===== src/hdl/vcr_pkg.sv =====
// Shared types, codes and reset values for the velocity command ramp.
`timescale 1ns / 1ps

package vcr_pkg;

	// Command codes
	localparam logic [2:0] ACT_HOLD     = 3'd0;
	localparam logic [2:0] ACT_LIN_UP   = 3'd1;
	localparam logic [2:0] ACT_LIN_DOWN = 3'd2;
	localparam logic [2:0] ACT_ANG_UP   = 3'd3;
	localparam logic [2:0] ACT_ANG_DOWN = 3'd4;
	localparam logic [2:0] ACT_STOP     = 3'd5;
	localparam logic [2:0] ACT_QUIT     = 3'd6;

	// Configuration register indexes
	localparam logic [2:0] CFG_LIN_STEP  = 3'd0;
	localparam logic [2:0] CFG_ANG_STEP  = 3'd1;
	localparam logic [2:0] CFG_LIN_LIMIT = 3'd2;
	localparam logic [2:0] CFG_ANG_LIMIT = 3'd3;
	localparam logic [2:0] CFG_LIN_SLEW  = 3'd4;
	localparam logic [2:0] CFG_ANG_SLEW  = 3'd5;
	localparam logic [2:0] CFG_BATT_THR  = 3'd6;

	// Register reset values
	localparam logic [7:0]  RST_LIN_STEP  = 8'd10;
	localparam logic [7:0]  RST_ANG_STEP  = 8'd10;
	localparam logic [10:0] RST_LIN_LIMIT = 11'd220;
	localparam logic [10:0] RST_ANG_LIMIT = 11'd284;
	localparam logic [7:0]  RST_LIN_SLEW  = 8'd5;
	localparam logic [7:0]  RST_ANG_SLEW  = 8'd5;
	localparam logic [6:0]  RST_BATT_THR  = 7'd15;

	// One command
	typedef struct packed {
		logic [2:0] action;
		logic [6:0] battery_percent;
	} cmd_item_t;

	// One result
	typedef struct packed {
		logic signed [11:0] linear_command;
		logic signed [11:0] angular_command;
		logic signed [11:0] linear_target;
		logic signed [11:0] angular_target;
		logic               battery_low;
		logic               halted;
	} res_item_t;

	// Per-axis command decode
	typedef struct packed {
		logic up;
		logic down;
		logic zero;
	} axis_ctrl_t;

endpackage


===== src/hdl/vcr_axis.sv =====
// One axis: target step and clamp, then output slew toward the target.
`timescale 1ns / 1ps

module vcr_axis (
	input  vcr_pkg::axis_ctrl_t ctrl,
	input  logic signed [11:0]  target,
	input  logic signed [11:0]  velocity,
	input  logic [7:0]          step,
	input  logic [10:0]         limit,
	input  logic [7:0]          slew,
	output logic signed [11:0]  target_next,
	output logic signed [11:0]  velocity_next
);

	logic signed [13:0] tgt_ext;
	logic signed [13:0] step_ext;
	logic signed [13:0] lim_ext;
	logic signed [13:0] raw;
	logic signed [13:0] tgt_new;
	logic signed [13:0] vel_ext;
	logic signed [13:0] slew_ext;
	logic signed [13:0] vel_up;
	logic signed [13:0] vel_dn;
	logic signed [13:0] vel_new;

	// Target: add or subtract the step, clamp only when it moved
	always_comb begin
		tgt_ext  = 14'(target);
		step_ext = $signed({6'd0, step});
		lim_ext  = $signed({3'd0, limit});
		raw      = ctrl.up ? (tgt_ext + step_ext) : (tgt_ext - step_ext);
		if (ctrl.zero) begin
			tgt_new = '0;
		end else if (ctrl.up || ctrl.down) begin
			if (raw < -lim_ext) begin
				tgt_new = -lim_ext;
			end else if (raw > lim_ext) begin
				tgt_new = lim_ext;
			end else begin
				tgt_new = raw;
			end
		end else begin
			tgt_new = tgt_ext;
		end
	end

	// Output: move toward the target by at most the slew amount
	always_comb begin
		vel_ext  = ctrl.zero ? 14'sd0 : 14'(velocity);
		slew_ext = $signed({6'd0, slew});
		vel_up   = vel_ext + slew_ext;
		vel_dn   = vel_ext - slew_ext;
		if (tgt_new > vel_ext) begin
			vel_new = (vel_up < tgt_new) ? vel_up : tgt_new;
		end else if (tgt_new < vel_ext) begin
			vel_new = (vel_dn > tgt_new) ? vel_dn : tgt_new;
		end else begin
			vel_new = tgt_new;
		end
	end

	assign target_next   = tgt_new[11:0];
	assign velocity_next = vel_new[11:0];

endmodule


===== src/hdl/velocity_command_ramp.sv =====
// Top level of the two-axis velocity command ramp.
`timescale 1ns / 1ps

// Velocity command ramp: turns teleop commands into slew-limited drive velocities.
//
// Command channel (cmd_valid / cmd_stall / cmd): one command per transfer, carrying
// the action code and the latest battery percent. Result channel (res_valid /
// res_stall / res): exactly one result per command, in order, with both slewed
// velocities, both targets, the low-battery flag and the halted flag.
// Configuration: cfg_we writes cfg_data into register cfg_index at the clock
// edge; indexes beyond the register list are ignored. Write only while idle.
//
// Flow: a command taken at one edge sits in the command register, and its
// result is loaded into the result register once that register is empty or
// its result is taken, which raises res_valid. Throughput is one command per
// cycle while the result side does not stall; the target and velocity state
// updates at the same edge as a command leaves the command register, so the
// next command sees it immediately.
// When the receiver stalls, the result holds, the command register holds
// behind it, and cmd_stall rises only once both are full.
// Reset clears targets and velocities to zero, empties both registers and
// loads the register defaults.

module velocity_command_ramp (
	input  logic                  clk,
	input  logic                  arst_n,
	input  logic                  cmd_valid,
	output logic                  cmd_stall,
	input  vcr_pkg::cmd_item_t    cmd,
	output logic                  res_valid,
	input  logic                  res_stall,
	output vcr_pkg::res_item_t    res,
	input  logic                  cfg_we,
	input  logic [2:0]            cfg_index,
	input  logic [10:0]           cfg_data
);

	logic [7:0]  lin_step_q;
	logic [7:0]  ang_step_q;
	logic [10:0] lin_limit_q;
	logic [10:0] ang_limit_q;
	logic [7:0]  lin_slew_q;
	logic [7:0]  ang_slew_q;
	logic [6:0]  batt_thr_q;

	logic signed [11:0] tgt_lin_q;
	logic signed [11:0] tgt_ang_q;
	logic signed [11:0] vel_lin_q;
	logic signed [11:0] vel_ang_q;

	logic                valid_s1;
	vcr_pkg::cmd_item_t  cmd_s1;
	logic                res_valid_q;
	vcr_pkg::res_item_t  res_q;

	logic                advance;
	logic                take;
	vcr_pkg::axis_ctrl_t lin_ctrl;
	vcr_pkg::axis_ctrl_t ang_ctrl;
	logic                quit;
	logic signed [11:0]  tgt_lin_d;
	logic signed [11:0]  tgt_ang_d;
	logic signed [11:0]  vel_lin_d;
	logic signed [11:0]  vel_ang_d;

	// Configuration registers
	always_ff @(posedge clk or negedge arst_n) begin
		if (!arst_n) begin
			lin_step_q  <= vcr_pkg::RST_LIN_STEP;
			ang_step_q  <= vcr_pkg::RST_ANG_STEP;
			lin_limit_q <= vcr_pkg::RST_LIN_LIMIT;
			ang_limit_q <= vcr_pkg::RST_ANG_LIMIT;
			lin_slew_q  <= vcr_pkg::RST_LIN_SLEW;
			ang_slew_q  <= vcr_pkg::RST_ANG_SLEW;
			batt_thr_q  <= vcr_pkg::RST_BATT_THR;
		end else if (cfg_we) begin
			case (cfg_index)
				vcr_pkg::CFG_LIN_STEP:  lin_step_q  <= cfg_data[7:0];
				vcr_pkg::CFG_ANG_STEP:  ang_step_q  <= cfg_data[7:0];
				vcr_pkg::CFG_LIN_LIMIT: lin_limit_q <= cfg_data;
				vcr_pkg::CFG_ANG_LIMIT: ang_limit_q <= cfg_data;
				vcr_pkg::CFG_LIN_SLEW:  lin_slew_q  <= cfg_data[7:0];
				vcr_pkg::CFG_ANG_SLEW:  ang_slew_q  <= cfg_data[7:0];
				vcr_pkg::CFG_BATT_THR:  batt_thr_q  <= cfg_data[6:0];
				default: ;
			endcase
		end
	end

	// Flow control: the result register frees up when empty or taken
	assign advance   = valid_s1 && (!res_valid_q || !res_stall);
	assign cmd_stall = valid_s1 && !advance;
	assign take      = cmd_valid && !cmd_stall;

	// Command register
	always_ff @(posedge clk or negedge arst_n) begin
		if (!arst_n) begin
			valid_s1 <= 1'b0;
		end else if (take) begin
			valid_s1 <= 1'b1;
		end else if (advance) begin
			valid_s1 <= 1'b0;
		end
	end

	always_ff @(posedge clk) begin
		if (take) begin
			cmd_s1 <= cmd;
		end
	end

	// Action decode
	always_comb begin
		lin_ctrl = '0;
		ang_ctrl = '0;
		quit     = 1'b0;
		case (cmd_s1.action)
			vcr_pkg::ACT_LIN_UP:   lin_ctrl.up   = 1'b1;
			vcr_pkg::ACT_LIN_DOWN: lin_ctrl.down = 1'b1;
			vcr_pkg::ACT_ANG_UP:   ang_ctrl.up   = 1'b1;
			vcr_pkg::ACT_ANG_DOWN: ang_ctrl.down = 1'b1;
			vcr_pkg::ACT_STOP: begin
				lin_ctrl.zero = 1'b1;
				ang_ctrl.zero = 1'b1;
			end
			vcr_pkg::ACT_QUIT: begin
				lin_ctrl.zero = 1'b1;
				ang_ctrl.zero = 1'b1;
				quit          = 1'b1;
			end
			default: ;
		endcase
	end

	vcr_axis u_lin (
		.ctrl          (lin_ctrl),
		.target        (tgt_lin_q),
		.velocity      (vel_lin_q),
		.step          (lin_step_q),
		.limit         (lin_limit_q),
		.slew          (lin_slew_q),
		.target_next   (tgt_lin_d),
		.velocity_next (vel_lin_d)
	);

	vcr_axis u_ang (
		.ctrl          (ang_ctrl),
		.target        (tgt_ang_q),
		.velocity      (vel_ang_q),
		.step          (ang_step_q),
		.limit         (ang_limit_q),
		.slew          (ang_slew_q),
		.target_next   (tgt_ang_d),
		.velocity_next (vel_ang_d)
	);

	// Axis state, updated as each command moves into the result register
	always_ff @(posedge clk or negedge arst_n) begin
		if (!arst_n) begin
			tgt_lin_q <= '0;
			tgt_ang_q <= '0;
			vel_lin_q <= '0;
			vel_ang_q <= '0;
		end else if (advance) begin
			tgt_lin_q <= tgt_lin_d;
			tgt_ang_q <= tgt_ang_d;
			vel_lin_q <= vel_lin_d;
			vel_ang_q <= vel_ang_d;
		end
	end

	// Result register
	always_ff @(posedge clk or negedge arst_n) begin
		if (!arst_n) begin
			res_valid_q <= 1'b0;
		end else if (advance) begin
			res_valid_q <= 1'b1;
		end else if (!res_stall) begin
			res_valid_q <= 1'b0;
		end
	end

	always_ff @(posedge clk) begin
		if (advance) begin
			res_q.linear_command  <= vel_lin_d;
			res_q.angular_command <= vel_ang_d;
			res_q.linear_target   <= tgt_lin_d;
			res_q.angular_target  <= tgt_ang_d;
			res_q.battery_low     <= (cmd_s1.battery_percent < batt_thr_q);
			res_q.halted          <= quit;
		end
	end

	assign res_valid = res_valid_q;
	assign res       = res_q;

endmodule


===== config.mk =====
export PLATFORM = sky130hd
export DESIGN_NAME = velocity_command_ramp
export DESIGN_NICKNAME = d
export VERILOG_FILES = /design/src/hdl/vcr_pkg.sv /design/src/hdl/vcr_axis.sv /design/src/hdl/velocity_command_ramp.sv
export SDC_FILE = /design/constraint.sdc
export NUM_CORES = 1
export LEC_CHECK = 0
export ABC_AREA = 1
export BUFFER_PORTS_ARGS = -buffer_cell sky130_fd_sc_hd__buf_2
export CORE_MARGIN = 2
export CORE_UTILIZATION = 50
export DETAILED_ROUTE_END_ITERATION = 10
export HOLD_SLACK_MARGIN = 0.05
export PLACE_DENSITY = 0.72
export SLEW_MARGIN = 20
export SYNTH_ARGS = -nofsm -noshare
export SYNTH_HDL_FRONTEND = slang
export SYNTH_SLANG_ARGS = --single-unit

===== constraint.sdc =====
create_clock -name clk -period 19.3 [get_ports clk]
set_input_delay 3.86 -clock clk [delete_from_list [all_inputs] [get_ports clk]]
set_output_delay 3.86 -clock clk [all_outputs]
set_load 0.05 [all_outputs]

==> results by group <==
Outcome
  • Status: finished, final reports clean

Timing
  • Fin. max-slew vios: 0
  • Final Hold Vio Count: 0
  • Final worst path period need: 8260 ps
  • Setup ws final: approximately 11000 ps
  • Relative slew slack: around two fifths
  • Post-route setup TNS: 0 ps
  • RSZ-0062 raised after global routing: no
  • Slew @ Worst Pin: ~920 ps
  • Final setup vio count: 0
  • Achievable Freq: between 0.1 and 0.15 GHz
  • Final Cycle Share: between 40% and 50%
  • Clock skew: between 10 and 15 ps

Critical path
  • Reg2reg setup slack: 11160 ps
  • Critical path peak fanout: 5
  • CP startpoint kind: input pin
  • Worst-path cell chain: buf_2 -> nand2_1 -> nor2_1 -> buf_2
  • Most common cell on crit path: buf_2
  • RR Startpoint: cmd_s1[7]$_DFFE_PP_
  • R2r worst-path depth: 38
  • Critical Path Start: res_stall
  • RR Endpoint: res[26]$_DFFE_PP_
  • CP bufs+invs: 2
  • WP data required: around 15000 ps
  • Crit path max-delay family: buffers and inverters
  • Critical path's slowest cell: buf_2
  • Number of stages on the worst setup path: 4
  • CP endpoint: cmd_stall
  • Crit. End Element: output port
  • Crit path DAT: between 4000 and 5000 ps
  • Peak per-stage delay on the critical path: approximately 260 ps
  • WS Path Type: in -> out

Floorplan
  • Full die area: between 30000 and 40000 um^2
  • Die height: 177 um
  • Die width: 177 um
  • # IOs: a little over 80
  • Row cnt: 63
  • Starting Density: between 50% and 60%
  • Core ar.: just under 30000 um^2

Clocking
  • TritonCTS buffer count: 17
  • Root Buffer: clkbuf_16
  • CTS tree: built
  • CTS hold repair buffers: 0
  • Gates resized, CTS repair: 0
  • Sink Count: ~170
  • Clock transition at path regs: ~80 ps
  • Post-CTS Setup Bufs: 0
  • Clock Tree Buf Depth: 2
  • Skew-Pair Late Insertion Delay: approximately 450 ps
  • H-tree depth: 4

Detailed routing
  • First DRT Iteration DRCs: about 870
  • Drt total wl: 39.9 mm
  • Via/cell ratio: approximately 5.4
  • Antenna Violating Nets Remaining: 0
  • Routed len/inst: about 16 um
  • Detailed-router iteration count before antenna repair: 7
  • Via count: 13259
  • # DRC: 0

Place
  • I/O Buffers: 80
  • Routability cong.: 0.966
  • DP HPWL: between 30 and 40 mm
  • Place WS: about 11000 ps

Synthesis
  • Synth Area in Adders: between 10% and 20%
  • Post-synth top area share: roughly 17%
  • Syn Area/Cell: about 7.5 um^2
  • Yosys reg bits: roughly 170
  • Most common library cells after synthesis: nand2_1, inv_1, ha_1
  • Ys async rst share: approximately 65%
  • Mapped Cells: between 1500 and 2000
  • Post-synthesis cell type with the largest combined area: ha_1
  • XOR/XNOR Fraction of Synth Area: between 4 and 5%
  • Mapped Nets: 2221
  • Area fraction in compound gates after synthesis: 13.3%
  • Post-Synth Simple-Gate Area: 25.6%
  • Ys flop type: dfrtp_1
  • Largest family of logic cells by synthesized area: simple AND/OR/NAND/NOR gates
  • Proportion of synthesized area in mux cells: 0%
  • Seq/Total Area, Yosys: 30.8%
  • Yosys cell types: between 50 and 60
  • Synth area leaders: ha_1, dfrtp_1, edfxtp_1
  • YS warnings: 0
  • Mapped Area: ~15000 um^2
  • Count leader, synth: nand2_1
  • Number of flops mapped to enable cells by yosys: 60

Final layout
  • ANT cells: 0
  • Filler Cells Inserted: between 2000 and 3000
  • Layout cells sized above 1: between 10% and 20%
  • Final net count: between 2000 and 2500
  • Area grow syn2layout: 8.70%
  • Multi-input combinational cell area: between 9000 and 10000 um^2
  • Reg area: roughly 4600 um^2
  • Util after Layout: a little under three fifths

Global route
  • Vias in the first global route: 12760
  • Global-route wire length before repair: 64.3 mm
  • Initial antenna violation count: 0
  • GRT overflow: 0
  • Largest net degree at the start of global routing: 70
  • Total track usage: 26.0%

Hold path
  • WHS Path Cells: 2
  • Hold Crit Class: reg -> reg

Job
  • Max_cap viols: 0
cell type report:
| type | instances | share of cell area [%] |
|---|---|---|
| sequential | 171 | 28.3 |
| inverter | 282 | 6.51 |
| timing repair buffer | 86 | 2.75 |
| multi-input combinational | 1482 | 55.7 |
| tap | 390 | 3.00 |
| clock inverter | 13 | 0.922 |
| clock buffer | 19 | 2.79 |
placed cells by master (no fill, tap or decap), types with 3 or more instances in the layout:
master     instances
nor2_2             3
xor2_1            58
buf_2             79
o211ai_1          33
buf_4              7
nor3_2             4
nand3_2           14
inv_1            272
o21bai_1          12
nor2_1           134
dfstp_2           21
fa_1               6
xnor2_1           15
o211ai_2           3
a21oi_2            4
nand2_2           27
a21o_1             4
inv_2              8
inv_6              6
nor4_1             4
a21oi_1          116
o21ai_0          154
dfrtp_1           90
nand2_1          454
nand3b_1           4
nand2_4            4
o21a_1             4
clkbuf_16         18
and2_1            26
nor3_1            11
nand4_1           37
o21ai_1            3
nand3_1          126
ha_1             198
or2_2              3
edfxtp_1          60
cells by family (layout without fill, tap and decap cells):
group,after synthesis,in the layout
XOR/XNOR,73,73
buffers and inverters,335,400
adder cells (fa/ha/maj),204,204
AND/OR/NAND/NOR,856,856
AO/OA/AOI/OAI,349,349
flip-flops,171,171
metal layers:
metal	vias to the layer above	track usage [%]	wire length, um
met5	-	0	0
met4	0	9.64	1250
met3	80	3.22	1350
met2	301	45.7	19700
met1	6184	32.5	17600
li1	6694	-	-
worst min path at each step:
stage / startpoint / endpoint
floorplan: vel_lin_q[10]$_DFFE_PN0P_ / vel_lin_q[10]$_DFFE_PN0P_
global placement: vel_lin_q[3]$_DFFE_PN0P_ / vel_lin_q[3]$_DFFE_PN0P_
detailed placement: vel_lin_q[6]$_DFFE_PN0P_ / vel_lin_q[6]$_DFFE_PN0P_
CTS: vel_ang_q[4]$_DFFE_PN0P_ / vel_ang_q[4]$_DFFE_PN0P_
global route: vel_ang_q[0]$_DFFE_PN0P_ / vel_ang_q[0]$_DFFE_PN0P_
finish: vel_ang_q[4]$_DFFE_PN0P_ / vel_ang_q[4]$_DFFE_PN0P_
state kept, by name, indices dropped and copies added (netlist names):
signal	flops
res	50
tgt_ang_q	12
tgt_lin_q	12
vel_ang_q	12
vel_lin_q	12
ang_limit_q	11
lin_limit_q	11
cmd_s1	10
ang_slew_q	8
ang_step_q	8
lin_slew_q	8
lin_step_q	8
batt_thr_q	7
res_valid	1
valid_s1	1
per-stage QoR:
| stage | hold WS (ps) | instances | cell area (um^2) |
|---|---|---|---|
| 3_5_place_dp | 465 | 2411 | 15700 |
| 5_1_grt | 503 | 2443 | 16300 |
| 3_3_place_gp | 465 | 2411 | 15700 |
| 4_1_cts | 487 | 2443 | 16300 |
| 2_1_floorplan | 449 | 1988 | 15000 |
| 6_report | 485 | 2443 | 16300 |
tightest hold or removal path: stages (launching register included):
cell	delay, ps
dfrtp_1	350
nand2_1	50
nand2_1	50
Power is left out: the tool's default activity adds up to more than one toggle a clock period on the data nets, which glitch-free logic cannot reach.
